File: src/rtl/hsk_pkg.sv
// Shared types and constants for the six-key report tracker.
package hsk_pkg;

   localparam int KEY_W       = 8;
   localparam int REPORT_KEYS = 6;

   typedef enum logic [2:0] {
      OP_PRESS       = 3'd0,
      OP_RELEASE     = 3'd1,
      OP_RELEASE_ALL = 3'd2,
      OP_SET_MOD     = 3'd3,
      OP_CLEAR_MOD   = 3'd4,
      OP_SEND        = 3'd5
   } op_type;

   typedef struct packed {
      logic             capture;
      logic             apply;
      op_type           op;
      logic [KEY_W-1:0] code;
      logic             hit_any;
   } cell_ctrl_type;

endpackage

File: src/rtl/hsk_key_cell.sv
// One key slot of the held-key list, shifting toward its left neighbor on release.
module hsk_key_cell (
   input  logic                         clock,
   input  logic                         reset,
   input  hsk_pkg::cell_ctrl_type       ctrl,
   input  logic                         prev_occupied,
   input  logic                         found_in,
   input  logic [hsk_pkg::KEY_W-1:0]    next_key,
   output logic [hsk_pkg::KEY_W-1:0]    key,
   output logic                         occupied,
   output logic                         match,
   output logic                         found_out
);

   logic [hsk_pkg::KEY_W-1:0] key_ff;
   logic [hsk_pkg::KEY_W-1:0] key_in;
   logic                      match_ff;
   logic                      match_in;

   always_comb begin
      match_in = match_ff;
      if (ctrl.capture) begin
         match_in = (key_ff == ctrl.code) && (ctrl.code != '0);
      end
   end

   always_comb begin
      key_in = key_ff;
      if (ctrl.apply) begin
         case (ctrl.op)
            hsk_pkg::OP_PRESS: begin
               if (!ctrl.hit_any && (ctrl.code != '0) && (key_ff == '0) && prev_occupied) begin
                  key_in = ctrl.code;
               end
            end
            hsk_pkg::OP_RELEASE: begin
               if (found_in || match_ff) begin
                  key_in = next_key;
               end
            end
            hsk_pkg::OP_RELEASE_ALL: begin
               key_in = '0;
            end
            default: begin
               key_in = key_ff;
            end
         endcase
      end
   end

   always_ff @(posedge clock) begin
      if (reset) begin
         key_ff   <= '0;
         match_ff <= 1'b0;
      end else begin
         key_ff   <= key_in;
         match_ff <= match_in;
      end
   end

   assign key       = key_ff;
   assign occupied  = (key_ff != '0);
   assign match     = match_ff;
   assign found_out = found_in || match_ff;

endmodule

File: src/rtl/hid_six_key_report_tracker.sv
// Top level of the boot-keyboard report tracker with its row of key slot cells.
//
// After start is taken, busy is high while a transaction runs through ST_MATCH, in which
// every slot compares its code with the command's key code, and then ST_APPLY, in which
// the slots update together and the send decision is made. A new transaction may be
// started as soon as busy is low. A send whose report differs from the last one
// sent puts the report on the rsp_ ports for exactly one cycle with rsp_valid high; the
// receiver cannot stall it, and it must take the report in that cycle.
module hid_six_key_report_tracker #(
   parameter int MAX_KEYS = 6
) (
   input  logic                      clock,
   input  logic                      reset,
   input  logic                      start,
   output logic                      busy,
   input  logic [2:0]                req_op,
   input  logic [hsk_pkg::KEY_W-1:0] req_key_code,
   input  logic [hsk_pkg::KEY_W-1:0] req_modifier_bits,
   output logic                      rsp_valid,
   output logic [hsk_pkg::KEY_W-1:0] rsp_report_modifier,
   output logic [hsk_pkg::KEY_W-1:0] rsp_report_key_0,
   output logic [hsk_pkg::KEY_W-1:0] rsp_report_key_1,
   output logic [hsk_pkg::KEY_W-1:0] rsp_report_key_2,
   output logic [hsk_pkg::KEY_W-1:0] rsp_report_key_3,
   output logic [hsk_pkg::KEY_W-1:0] rsp_report_key_4,
   output logic [hsk_pkg::KEY_W-1:0] rsp_report_key_5
);

   typedef enum logic [2:0] {
      ST_IDLE  = 3'b001,
      ST_MATCH = 3'b010,
      ST_APPLY = 3'b100
   } state_type;

   state_type                 state_ff;
   state_type                 state_in;
   hsk_pkg::op_type           op_ff;
   logic [hsk_pkg::KEY_W-1:0] code_ff;
   logic [hsk_pkg::KEY_W-1:0] mod_ff;
   logic [hsk_pkg::KEY_W-1:0] cur_mod_ff;
   logic [hsk_pkg::KEY_W-1:0] cur_mod_in;
   logic [hsk_pkg::KEY_W-1:0] last_mod_ff;
   logic [hsk_pkg::KEY_W-1:0] last_keys_ff [hsk_pkg::REPORT_KEYS];
   logic                      rsp_valid_ff;
   logic                      rsp_valid_in;
   logic [hsk_pkg::KEY_W-1:0] rsp_mod_ff;
   logic [hsk_pkg::KEY_W-1:0] rsp_keys_ff [hsk_pkg::REPORT_KEYS];

   logic                      accept;
   logic                      send_now;
   logic                      differs;
   logic [hsk_pkg::KEY_W-1:0] report_keys [hsk_pkg::REPORT_KEYS];

   hsk_pkg::cell_ctrl_type    ctrl;
   logic [hsk_pkg::KEY_W-1:0] keys [MAX_KEYS];
   logic [MAX_KEYS-1:0]       occupied;
   logic [MAX_KEYS-1:0]       prev_occ;
   logic [MAX_KEYS-1:0]       match_vec;
   logic [MAX_KEYS:0]         found;

   assign accept = start && !busy;
   assign busy   = (state_ff != ST_IDLE);

   always_comb begin
      state_in = state_ff;
      case (state_ff)
         ST_IDLE: begin
            if (accept) begin
               state_in = ST_MATCH;
            end
         end
         ST_MATCH: begin
            state_in = ST_APPLY;
         end
         ST_APPLY: begin
            state_in = ST_IDLE;
         end
         default: begin
            state_in = ST_IDLE;
         end
      endcase
   end

   always_comb begin
      ctrl.capture = (state_ff == ST_MATCH);
      ctrl.apply   = (state_ff == ST_APPLY);
      ctrl.op      = op_ff;
      ctrl.code    = code_ff;
      ctrl.hit_any = |match_vec;
   end

   assign found[0] = 1'b0;

   for (genvar i = 0; i < MAX_KEYS; i++) begin : g_cell
      if (i == 0) begin : g_first
         assign prev_occ[i] = 1'b1;
      end else begin : g_rest
         assign prev_occ[i] = occupied[i-1];
      end

      logic [hsk_pkg::KEY_W-1:0] next_key;
      if (i == MAX_KEYS - 1) begin : g_last
         assign next_key = '0;
      end else begin : g_mid
         assign next_key = keys[i+1];
      end

      hsk_key_cell u_cell (
         .clock         (clock),
         .reset         (reset),
         .ctrl          (ctrl),
         .prev_occupied (prev_occ[i]),
         .found_in      (found[i]),
         .next_key      (next_key),
         .key           (keys[i]),
         .occupied      (occupied[i]),
         .match         (match_vec[i]),
         .found_out     (found[i+1])
      );
   end

   always_comb begin
      for (int k = 0; k < hsk_pkg::REPORT_KEYS; k++) begin
         report_keys[k] = '0;
         if (k < MAX_KEYS) begin
            report_keys[k] = keys[k];
         end
      end
   end

   always_comb begin
      differs = (cur_mod_ff != last_mod_ff);
      for (int k = 0; k < hsk_pkg::REPORT_KEYS; k++) begin
         if (report_keys[k] != last_keys_ff[k]) begin
            differs = 1'b1;
         end
      end
   end

   assign send_now     = (state_ff == ST_APPLY) && (op_ff == hsk_pkg::OP_SEND);
   assign rsp_valid_in = send_now && differs;

   always_comb begin
      cur_mod_in = cur_mod_ff;
      if (state_ff == ST_APPLY) begin
         case (op_ff)
            hsk_pkg::OP_SET_MOD: begin
               cur_mod_in = mod_ff;
            end
            hsk_pkg::OP_CLEAR_MOD, hsk_pkg::OP_RELEASE_ALL: begin
               cur_mod_in = '0;
            end
            default: begin
               cur_mod_in = cur_mod_ff;
            end
         endcase
      end
   end

   always_ff @(posedge clock) begin
      if (reset) begin
         state_ff     <= ST_IDLE;
         cur_mod_ff   <= '0;
         last_mod_ff  <= '0;
         rsp_valid_ff <= 1'b0;
         for (int k = 0; k < hsk_pkg::REPORT_KEYS; k++) begin
            last_keys_ff[k] <= '0;
         end
      end else begin
         state_ff     <= state_in;
         cur_mod_ff   <= cur_mod_in;
         rsp_valid_ff <= rsp_valid_in;
         if (rsp_valid_in) begin
            last_mod_ff <= cur_mod_ff;
            for (int k = 0; k < hsk_pkg::REPORT_KEYS; k++) begin
               last_keys_ff[k] <= report_keys[k];
            end
         end
      end
   end

   always_ff @(posedge clock) begin
      if (accept) begin
         op_ff   <= hsk_pkg::op_type'(req_op);
         code_ff <= req_key_code;
         mod_ff  <= req_modifier_bits;
      end
      if (rsp_valid_in) begin
         rsp_mod_ff <= cur_mod_ff;
         for (int k = 0; k < hsk_pkg::REPORT_KEYS; k++) begin
            rsp_keys_ff[k] <= report_keys[k];
         end
      end
   end

   assign rsp_valid           = rsp_valid_ff;
   assign rsp_report_modifier = rsp_mod_ff;
   assign rsp_report_key_0    = rsp_keys_ff[0];
   assign rsp_report_key_1    = rsp_keys_ff[1];
   assign rsp_report_key_2    = rsp_keys_ff[2];
   assign rsp_report_key_3    = rsp_keys_ff[3];
   assign rsp_report_key_4    = rsp_keys_ff[4];
   assign rsp_report_key_5    = rsp_keys_ff[5];

   a_list_packed : assert property (@(posedge clock) disable iff (reset)
      (occupied & ~prev_occ) == '0)
      else $error("held key list has a gap");

   a_rsp_only_after_send : assert property (@(posedge clock) disable iff (reset)
      rsp_valid |-> ($past(state_ff) == ST_APPLY) && ($past(op_ff) == hsk_pkg::OP_SEND))
      else $error("report emitted without a send");

   a_rsp_single_cycle : assert property (@(posedge clock) disable iff (reset)
      rsp_valid |=> !rsp_valid)
      else $error("report strobe held longer than one cycle");

   a_rsp_when_idle : assert property (@(posedge clock) disable iff (reset)
      rsp_valid |-> !busy)
      else $error("report strobe while a transaction is in progress");

   a_no_change_on_send : assert property (@(posedge clock) disable iff (reset)
      send_now |=> (cur_mod_ff == $past(cur_mod_ff)) && (keys[0] == $past(keys[0])))
      else $error("send altered the report state");

endmodule
File: config.mk
export PLATFORM = sky130hd
export DESIGN_NAME = hid_six_key_report_tracker
export DESIGN_NICKNAME = d
export VERILOG_FILES = /design/src/rtl/hsk_pkg.sv /design/src/rtl/hsk_key_cell.sv /design/src/rtl/hid_six_key_report_tracker.sv
export SDC_FILE = /design/constraint.sdc
export NUM_CORES = 1
export LEC_CHECK = 0
export BUFFER_PORTS_ARGS = -buffer_cell sky130_fd_sc_hd__buf_2
export CORE_AREA = 2 2 134 136
export CTS_CLUSTER_DIAMETER = 120
export DETAILED_ROUTE_END_ITERATION = 6
export DIE_AREA = 0 0 136 138
export HOLD_SLACK_MARGIN = 0.03
export PLACE_DENSITY = 0.76
export RECOVER_POWER = 25
export SETUP_SLACK_MARGIN = 0.3
export SLEW_MARGIN = 15
export SYNTH_ARGS = -nofsm -noshare
export SYNTH_HDL_FRONTEND = slang
export SYNTH_SLANG_ARGS = --single-unit
File: constraint.sdc
create_clock -name clock -period 4.9 [get_ports clock]
set_input_delay 0.735 -clock clock [delete_from_list [all_inputs] [get_ports clock]]
set_output_delay 0.735 -clock clock [all_outputs]
set_load 0.03 [all_outputs]
Word level (Yosys, flattened, before mapping) --
Memory sizes are Yosys's and may differ from the RTL's. Cells that the tools add are included.
Word-level totals: RAM bits 96, bits of input ports 22, bits in registers 101, output and inout bits 58, logic and storage cells 154, memories 2
Operators by class: equal/unequal tests 35, bitwise gates (word level) 6, reduce and logical (&&, ||, !) cells 52, mux-type cells 39
Memories:
- last_keys_ff | words 6, width 8, read ports 6, clocked after Yosys merged registers in 0, wr ports 6, line hid_six_key_report_tracker.sv:43 | logic [hsk_pkg::KEY_W-1:0] last_keys_ff [hsk_pkg::REPORT_KEYS];
- rsp_keys_ff | words 6, width 8, read ports 6, clocked after Yosys merged registers in 0, wr ports 6, line hid_six_key_report_tracker.sv:47 | logic [hsk_pkg::KEY_W-1:0] rsp_keys_ff [hsk_pkg::REPORT_KEYS];
Operators with widths (count):
- $mux 8 | 18
- $pmux 8 s3 | 6
- $ne 8x8->1 | 7
- $eq 8x8->1 | 6
- $logic_not 8->1 | 6
- $reduce_bool 8->1 | 6
- $ne 2x1->1 const B | 12
- $reduce_and 4->1 | 6
- $logic_and 1x1->1 | 21
- $pmux 8 s2 | 1
- $mux 1 | 12
- $eq 3x2->1 const B | 3
- $eq 3x3->1 const B | 3
- $eq 3x1->1 const B | 2
- $or 1x1->1 | 6
- $pmux 3 s2 | 1
- $reduce_or 6->1 | 1
- $logic_or 1x1->1 | 5
- $logic_not 3->1 | 1
- $mux 3 | 1
- $ne 3x1->1 const B | 1
- $reduce_bool 3->1 | 1
- $logic_not 1->1 | 2
- $ne 2x2->1 const B | 1
- other kinds (3) | 3

Logic depth before layout (Yosys ltp) --
An unclocked memory read counts as a cell.
depth in word-level cells 13, mapped depth 8, depth with buffers taken out 6

By module --
A second synthesis with hierarchy kept.
Unflattened totals: cells, all modules 827, area total of the unflattened synthesis 9990.8 um^2
By module, submodules not included:
- hid_six_key_report_tracker | area an instance 5462.7 um^2, instances 1, sequential area each 4093.9 um^2, cells an instance 345
- hsk_key_cell (g_cell[1].u_cell ...) | area an instance 752.0 um^2, instances 5, sequential area each 180.2 um^2, cells an instance 77
- hsk_key_cell (g_cell[0].u_cell) | area an instance 768.2 um^2, instances 1, sequential area each 180.2 um^2, cells an instance 97

Worst setup path after synthesis --
OpenSTA, ideal clock, no wires.
path kind reg-to-reg, start reg op_ff[1], end mem last_keys_ff[0][0] (netlist name), enable pin, path slack -0.230 ns, clock period less this slack 5.130 ns, cell stages (with the launch flop) 7, setup time 0.408 ns, arrival 4.722 ns, path buffers 2, data required time 4.492 ns, cell sequence edfxtp_1 > buf_4 > nor2b_1 > nand3_1 > clkbuf_1 > nor2_1 > or2_1
RTL lines:
- start, declared | line hid_six_key_report_tracker.sv:37 | hsk_pkg::op_type op_ff;
- start signal, assigned | line hid_six_key_report_tracker.sv:184 | op_ff <= hsk_pkg::op_type'(req_op);
- end, declared | line hid_six_key_report_tracker.sv:43

Worst setup path after layout --
start reg code_ff[0] (netlist name), end reg g_cell[3].u_cell.key_ff, in the netlist g_cell[3].u_cell.key[0]
On the way: cells in the longest elaborated chain, start to end 6, elaborated cells between the ends (all ways) 8, classes of those cells eq/ne: 1; mux: 2; reduce/logical: 5
Ends and longest elaborated chain:
- start, declared | line hid_six_key_report_tracker.sv:38 | logic [hsk_pkg::KEY_W-1:0] code_ff;
- start signal, assigned | line hid_six_key_report_tracker.sv:185 | code_ff <= req_key_code;
- $reduce_bool 8->1 | line hsk_key_cell.sv:32 | if (!ctrl.hit_any && (ctrl.code != '0) && (key_ff == '0) && prev_occupied) begin
- $logic_and 1x1->1 (3 in a row) | line hsk_key_cell.sv:32
- $ne 2x1->1 (no line)
- $reduce_and 4->1 (no line)
- end signal, assigned | line hsk_key_cell.sv:56 | key_ff <= key_in;
- end, declared | line hsk_key_cell.sv:15 | logic [hsk_pkg::KEY_W-1:0] key_ff;
Parallel ways exist; a longest one is shown, timed or not. The select of a mux whose other input is x is not followed. A chain may end at the register's enable or synchronous reset.

==> parameters.txt <==
Parameter                              Value

Yosys
  EDFF count, synth ... between 100 and 150
  Share of synthesized registers carrying an async set or reset ... 0%
  Number of distinct standard cells referenced by the synthesized netlist ... 43
  Mean Syn Cell Area ... between 10 and 15 sq um
  Top FF cell, synth ... edfxtp_1
  Cell accounting for the most synthesized area ... edfxtp_1
  Flip-flop and latch count after synthesis ... between 150 and 200
  Seq/Total Area, Yosys ... between 60% and 70%
  Most area-consuming cells after synthesis ... edfxtp_1 (43%), dfxtp_1 (17%), xor2_1 (5.8%)
  Syn_nets ... between 700 and 800
  Total of warnings raised by yosys ... 0
  Cell area after synthesis ... 0.00851 sq mm
  Post-Synthesis Cells ... about 700
  Share of the synthesized area in the top cell type ... between 40 and 50%

Setup path
  Capturing element type of the critical path ... flip-flop
  Setup slack of the most critical reg-to-reg path ... between 1500 and 2000 ps
  Type of the worst setup path ... flip-flop to flip-flop
  Critical Path RT ... around 5200 ps
  Arrival time worst endpoint ... approximately 3300 ps
  Nature of the critical path startpoint ... flip-flop
  Maximum fanout along the worst path ... 16

Clock network
  Total clock sinks ... about 200
  Depth of the CTS H-tree ... 4
  Clock-pin transition on the worst setup and hold timing paths ... approximately 70 ps
  Buffer count from post-CTS setup fixing ... 0
  CTS Buf Count ... 17
  Number of gates resized after cts ... 0
  Clock Latency Late Sink ... about 440 ps
  Clock tree from TritonCTS ... yes
  Count of hold buffers inserted by post-cts repair ... 0
  Worst-case clock buffer depth ... 2
  Root buf cell ... clkbuf_16

Timing
  Minimum clock period after layout ... a little under 3000 ps
  Setup TNS Final ... 0 ps
  Maximum clock frequency ... 336 MHz
  Final clock skew ... around 10 ps
  RSZ-0062 raised after global routing ... false
  Worst slew margin ... between 20 and 30%
  Worst-margin pin slew ... around 1100 ps
  Final Hold Slack ... roughly 470 ps
  Crit share post-route ... ~60%
  Final hold violations ... 0
  Final setup violation count ... 0
  Final Slew Violations ... 0

Route
  Residual DRC ... 0
  Number of violations reported at the end of detailed-routing iteration 0 ... about 730
  Count of TritonRoute iterations in the first routing pass ... 7
  Total wire length ... just over 20000 um
  Met2 WL post-DR ... approximately 9300 um
  Post-route antenna net violation count ... 0
  Total via count in the routed design ... slightly below 6000
  Met3 wire len ... around 1900 um
  Vias per cell ... slightly below 6
  DR top layer ... met4
  Post-detailed-route wirelength per cell ... roughly 20 um
  WL met1 ... 8670 um

GRT
  Global router's overall resource usage ... between 20% and 30%
  Global-route wire length before repair ... around 32000 um
  Pin count of the biggest net entering global routing ... 74
  Vias in the first global route ... 5564
  Antenna violations before repair ... 0
  Leftover overflow at the end of global routing ... 0

Cells and area
  Fraction of layout cells with a size suffix above 1 ... approximately 19%
  Layout overhead on the synthesized area ... 12.6%
  Number of diodes ... 0
  Final net count ... 792

Power
  Peak supply drop ... about 0.27 mV
  Standby leakage power ... 3.44 nW
  Power Density ... between 300 and 400 mW/mm^2

Place
  Placed wire-length estimate after detailed placement ... about 13000 um
  Final weighted congestion in routability-driven placement ... 0.966
  Total of buffers placed on input and output ports ... 79

Run status
  Status ... complete, no violations

Floorplan
  Number of rows created at floorplan ... a little under 50
  Die Height ... approximately 140 um
  Chip width ... 136 um
  Total core area ... about 0.018 sq mm
  Die outline area ... around 0.019 sq mm
  Starting density of the core ... slightly below 50%
  Boundary pin count ... 80

Min path
  Worst min-delay path class ... input port to flip-flop

Flow run
  Maximum capacitance violations ... 0
cells in the final DEF, fill, tap and decap left out, types with 3 or more instances in the layout:
cell type / instances
xnor2_1: 49
o21ai_0: 8
a311oi_1: 38
and2_1: 49
nor2_1: 63
inv_6: 8
clkbuf_16: 18
clkbuf_1: 3
edfxtp_1: 123
nand2_1: 57
a21oi_1: 31
nand3_1: 10
xor2_1: 56
buf_4: 6
or3b_2: 9
nor3_2: 3
nand4_1: 18
buf_2: 77
nand2b_1: 10
nor3b_1: 9
nor4_1: 30
or4_4: 3
dfxtp_1: 74
layout make-up:
cell class / instances / area, sq um
repair buffers: 87 / 453
fillers: 1528 / 7950
flip-flops and latches: 197 / 5170
inverters: 1 / 3.75
clock buffers: 18 / 450
well taps: 229 / 287
multi-input cells: 466 / 3100
clock inverters: 14 / 113
registers in the layout, indices dropped and copies added, names as in the netlist:
signal and flops:
mod_ff 8, state_ff 3, code_ff 8, g_cell.u_cell.key 48, rsp_valid 1, op_ff 3, cur_mod_ff 8, last_keys_ff 48
rsp_report_modifier 8, rsp_keys_ff 48, last_mod_ff 8, g_cell.u_cell.match 6
stage by stage:
stage	instances	cell area, sq um	setup WS, ps	util [%]	total power [mW]
6_report	1012	9580	1930	54.6	3.28
5_1_grt	1012	9580	1810	54.6	3.37
4_1_cts	1011	9570	1740	54.6	3.28
3_5_place_dp	979	9010	1790	51.4	1.97
3_3_place_gp	979	9010	1840	51.4	1.97
2_1_floorplan	702	8510	710	-	1.93
Yosys cell counts, types with 2 or more instances:
master / number
nor2b_1: 2
nor4_1: 30
nor3_2: 2
or4_4: 3
buf_6: 10
nand3_1: 10
or3b_2: 9
nand2_1: 57
nor2_1: 65
a221oi_2: 2
nor3b_1: 9
a311oi_1: 38
or4_1: 2
and2_1: 49
o21ai_0: 8
dfxtp_1: 74
a311oi_2: 2
xnor2_1: 49
clkbuf_1: 21
buf_4: 2
edfxtp_1: 123
buf_2: 3
a21oi_1: 31
nand2b_1: 10
nand4_1: 18
xor2_1: 56
worst max-delay path, cell delays in order, from the launching register on:
cell	delay, ps
edfxtp_1	810
or4_4	280
nor2_4	70
or4_4	550
a221oi_4	740
nor2_1	90
a311oi_1	320
metal layers:
| metal | vias to the layer above | GRT usage (%) |
|---|---|---|
| li1 | 2675 | - |
| met1 | 2824 | 31.7 |
| met2 | 321 | 32.9 |
| met3 | 40 | 4.88 |
| met4 | 0 | 9.05 |
| met5 | - | 0 |
report_power, final:
group	switching [mW]	internal, mW	leakage [nW]
combinational	0.0778	0.0424	1.37
clock	0.643	0.695	0.277
sequential	0.0377	1.78	1.79
worst paths after layout:
| kind | startpoint | cells past startpoint | endpoint |
|---|---|---|---|
| min | req_key_code[1] | 1 | code_ff[1]$_DFFE_PP_ |
| max reg2reg | code_ff[0]$_DFFE_PP_ | 6 | g_cell[3].u_cell.key[0]$_SDFFE_PP0P_ |
| min reg2reg | last_mod_ff[6]$_SDFFE_PP0P_ | 2 | last_mod_ff[6]$_SDFFE_PP0P_ |
| max | code_ff[0]$_DFFE_PP_ | 6 | g_cell[3].u_cell.key[0]$_SDFFE_PP0P_ |
cells by family (layout without fill, tap and decap cells):
logic type	Yosys count	count (layout)	share of synthesized area (%)
buffers and inverters	39	120	2.93
AND/OR/NAND/NOR	273	273	17.4
XOR/XNOR	105	105	10.8
flip-flops	197	197	60.8
multiplexers	1	1	0.132
AO/OA/AOI/OAI	87	87	7.85
(Power assumes the default switching activity.)
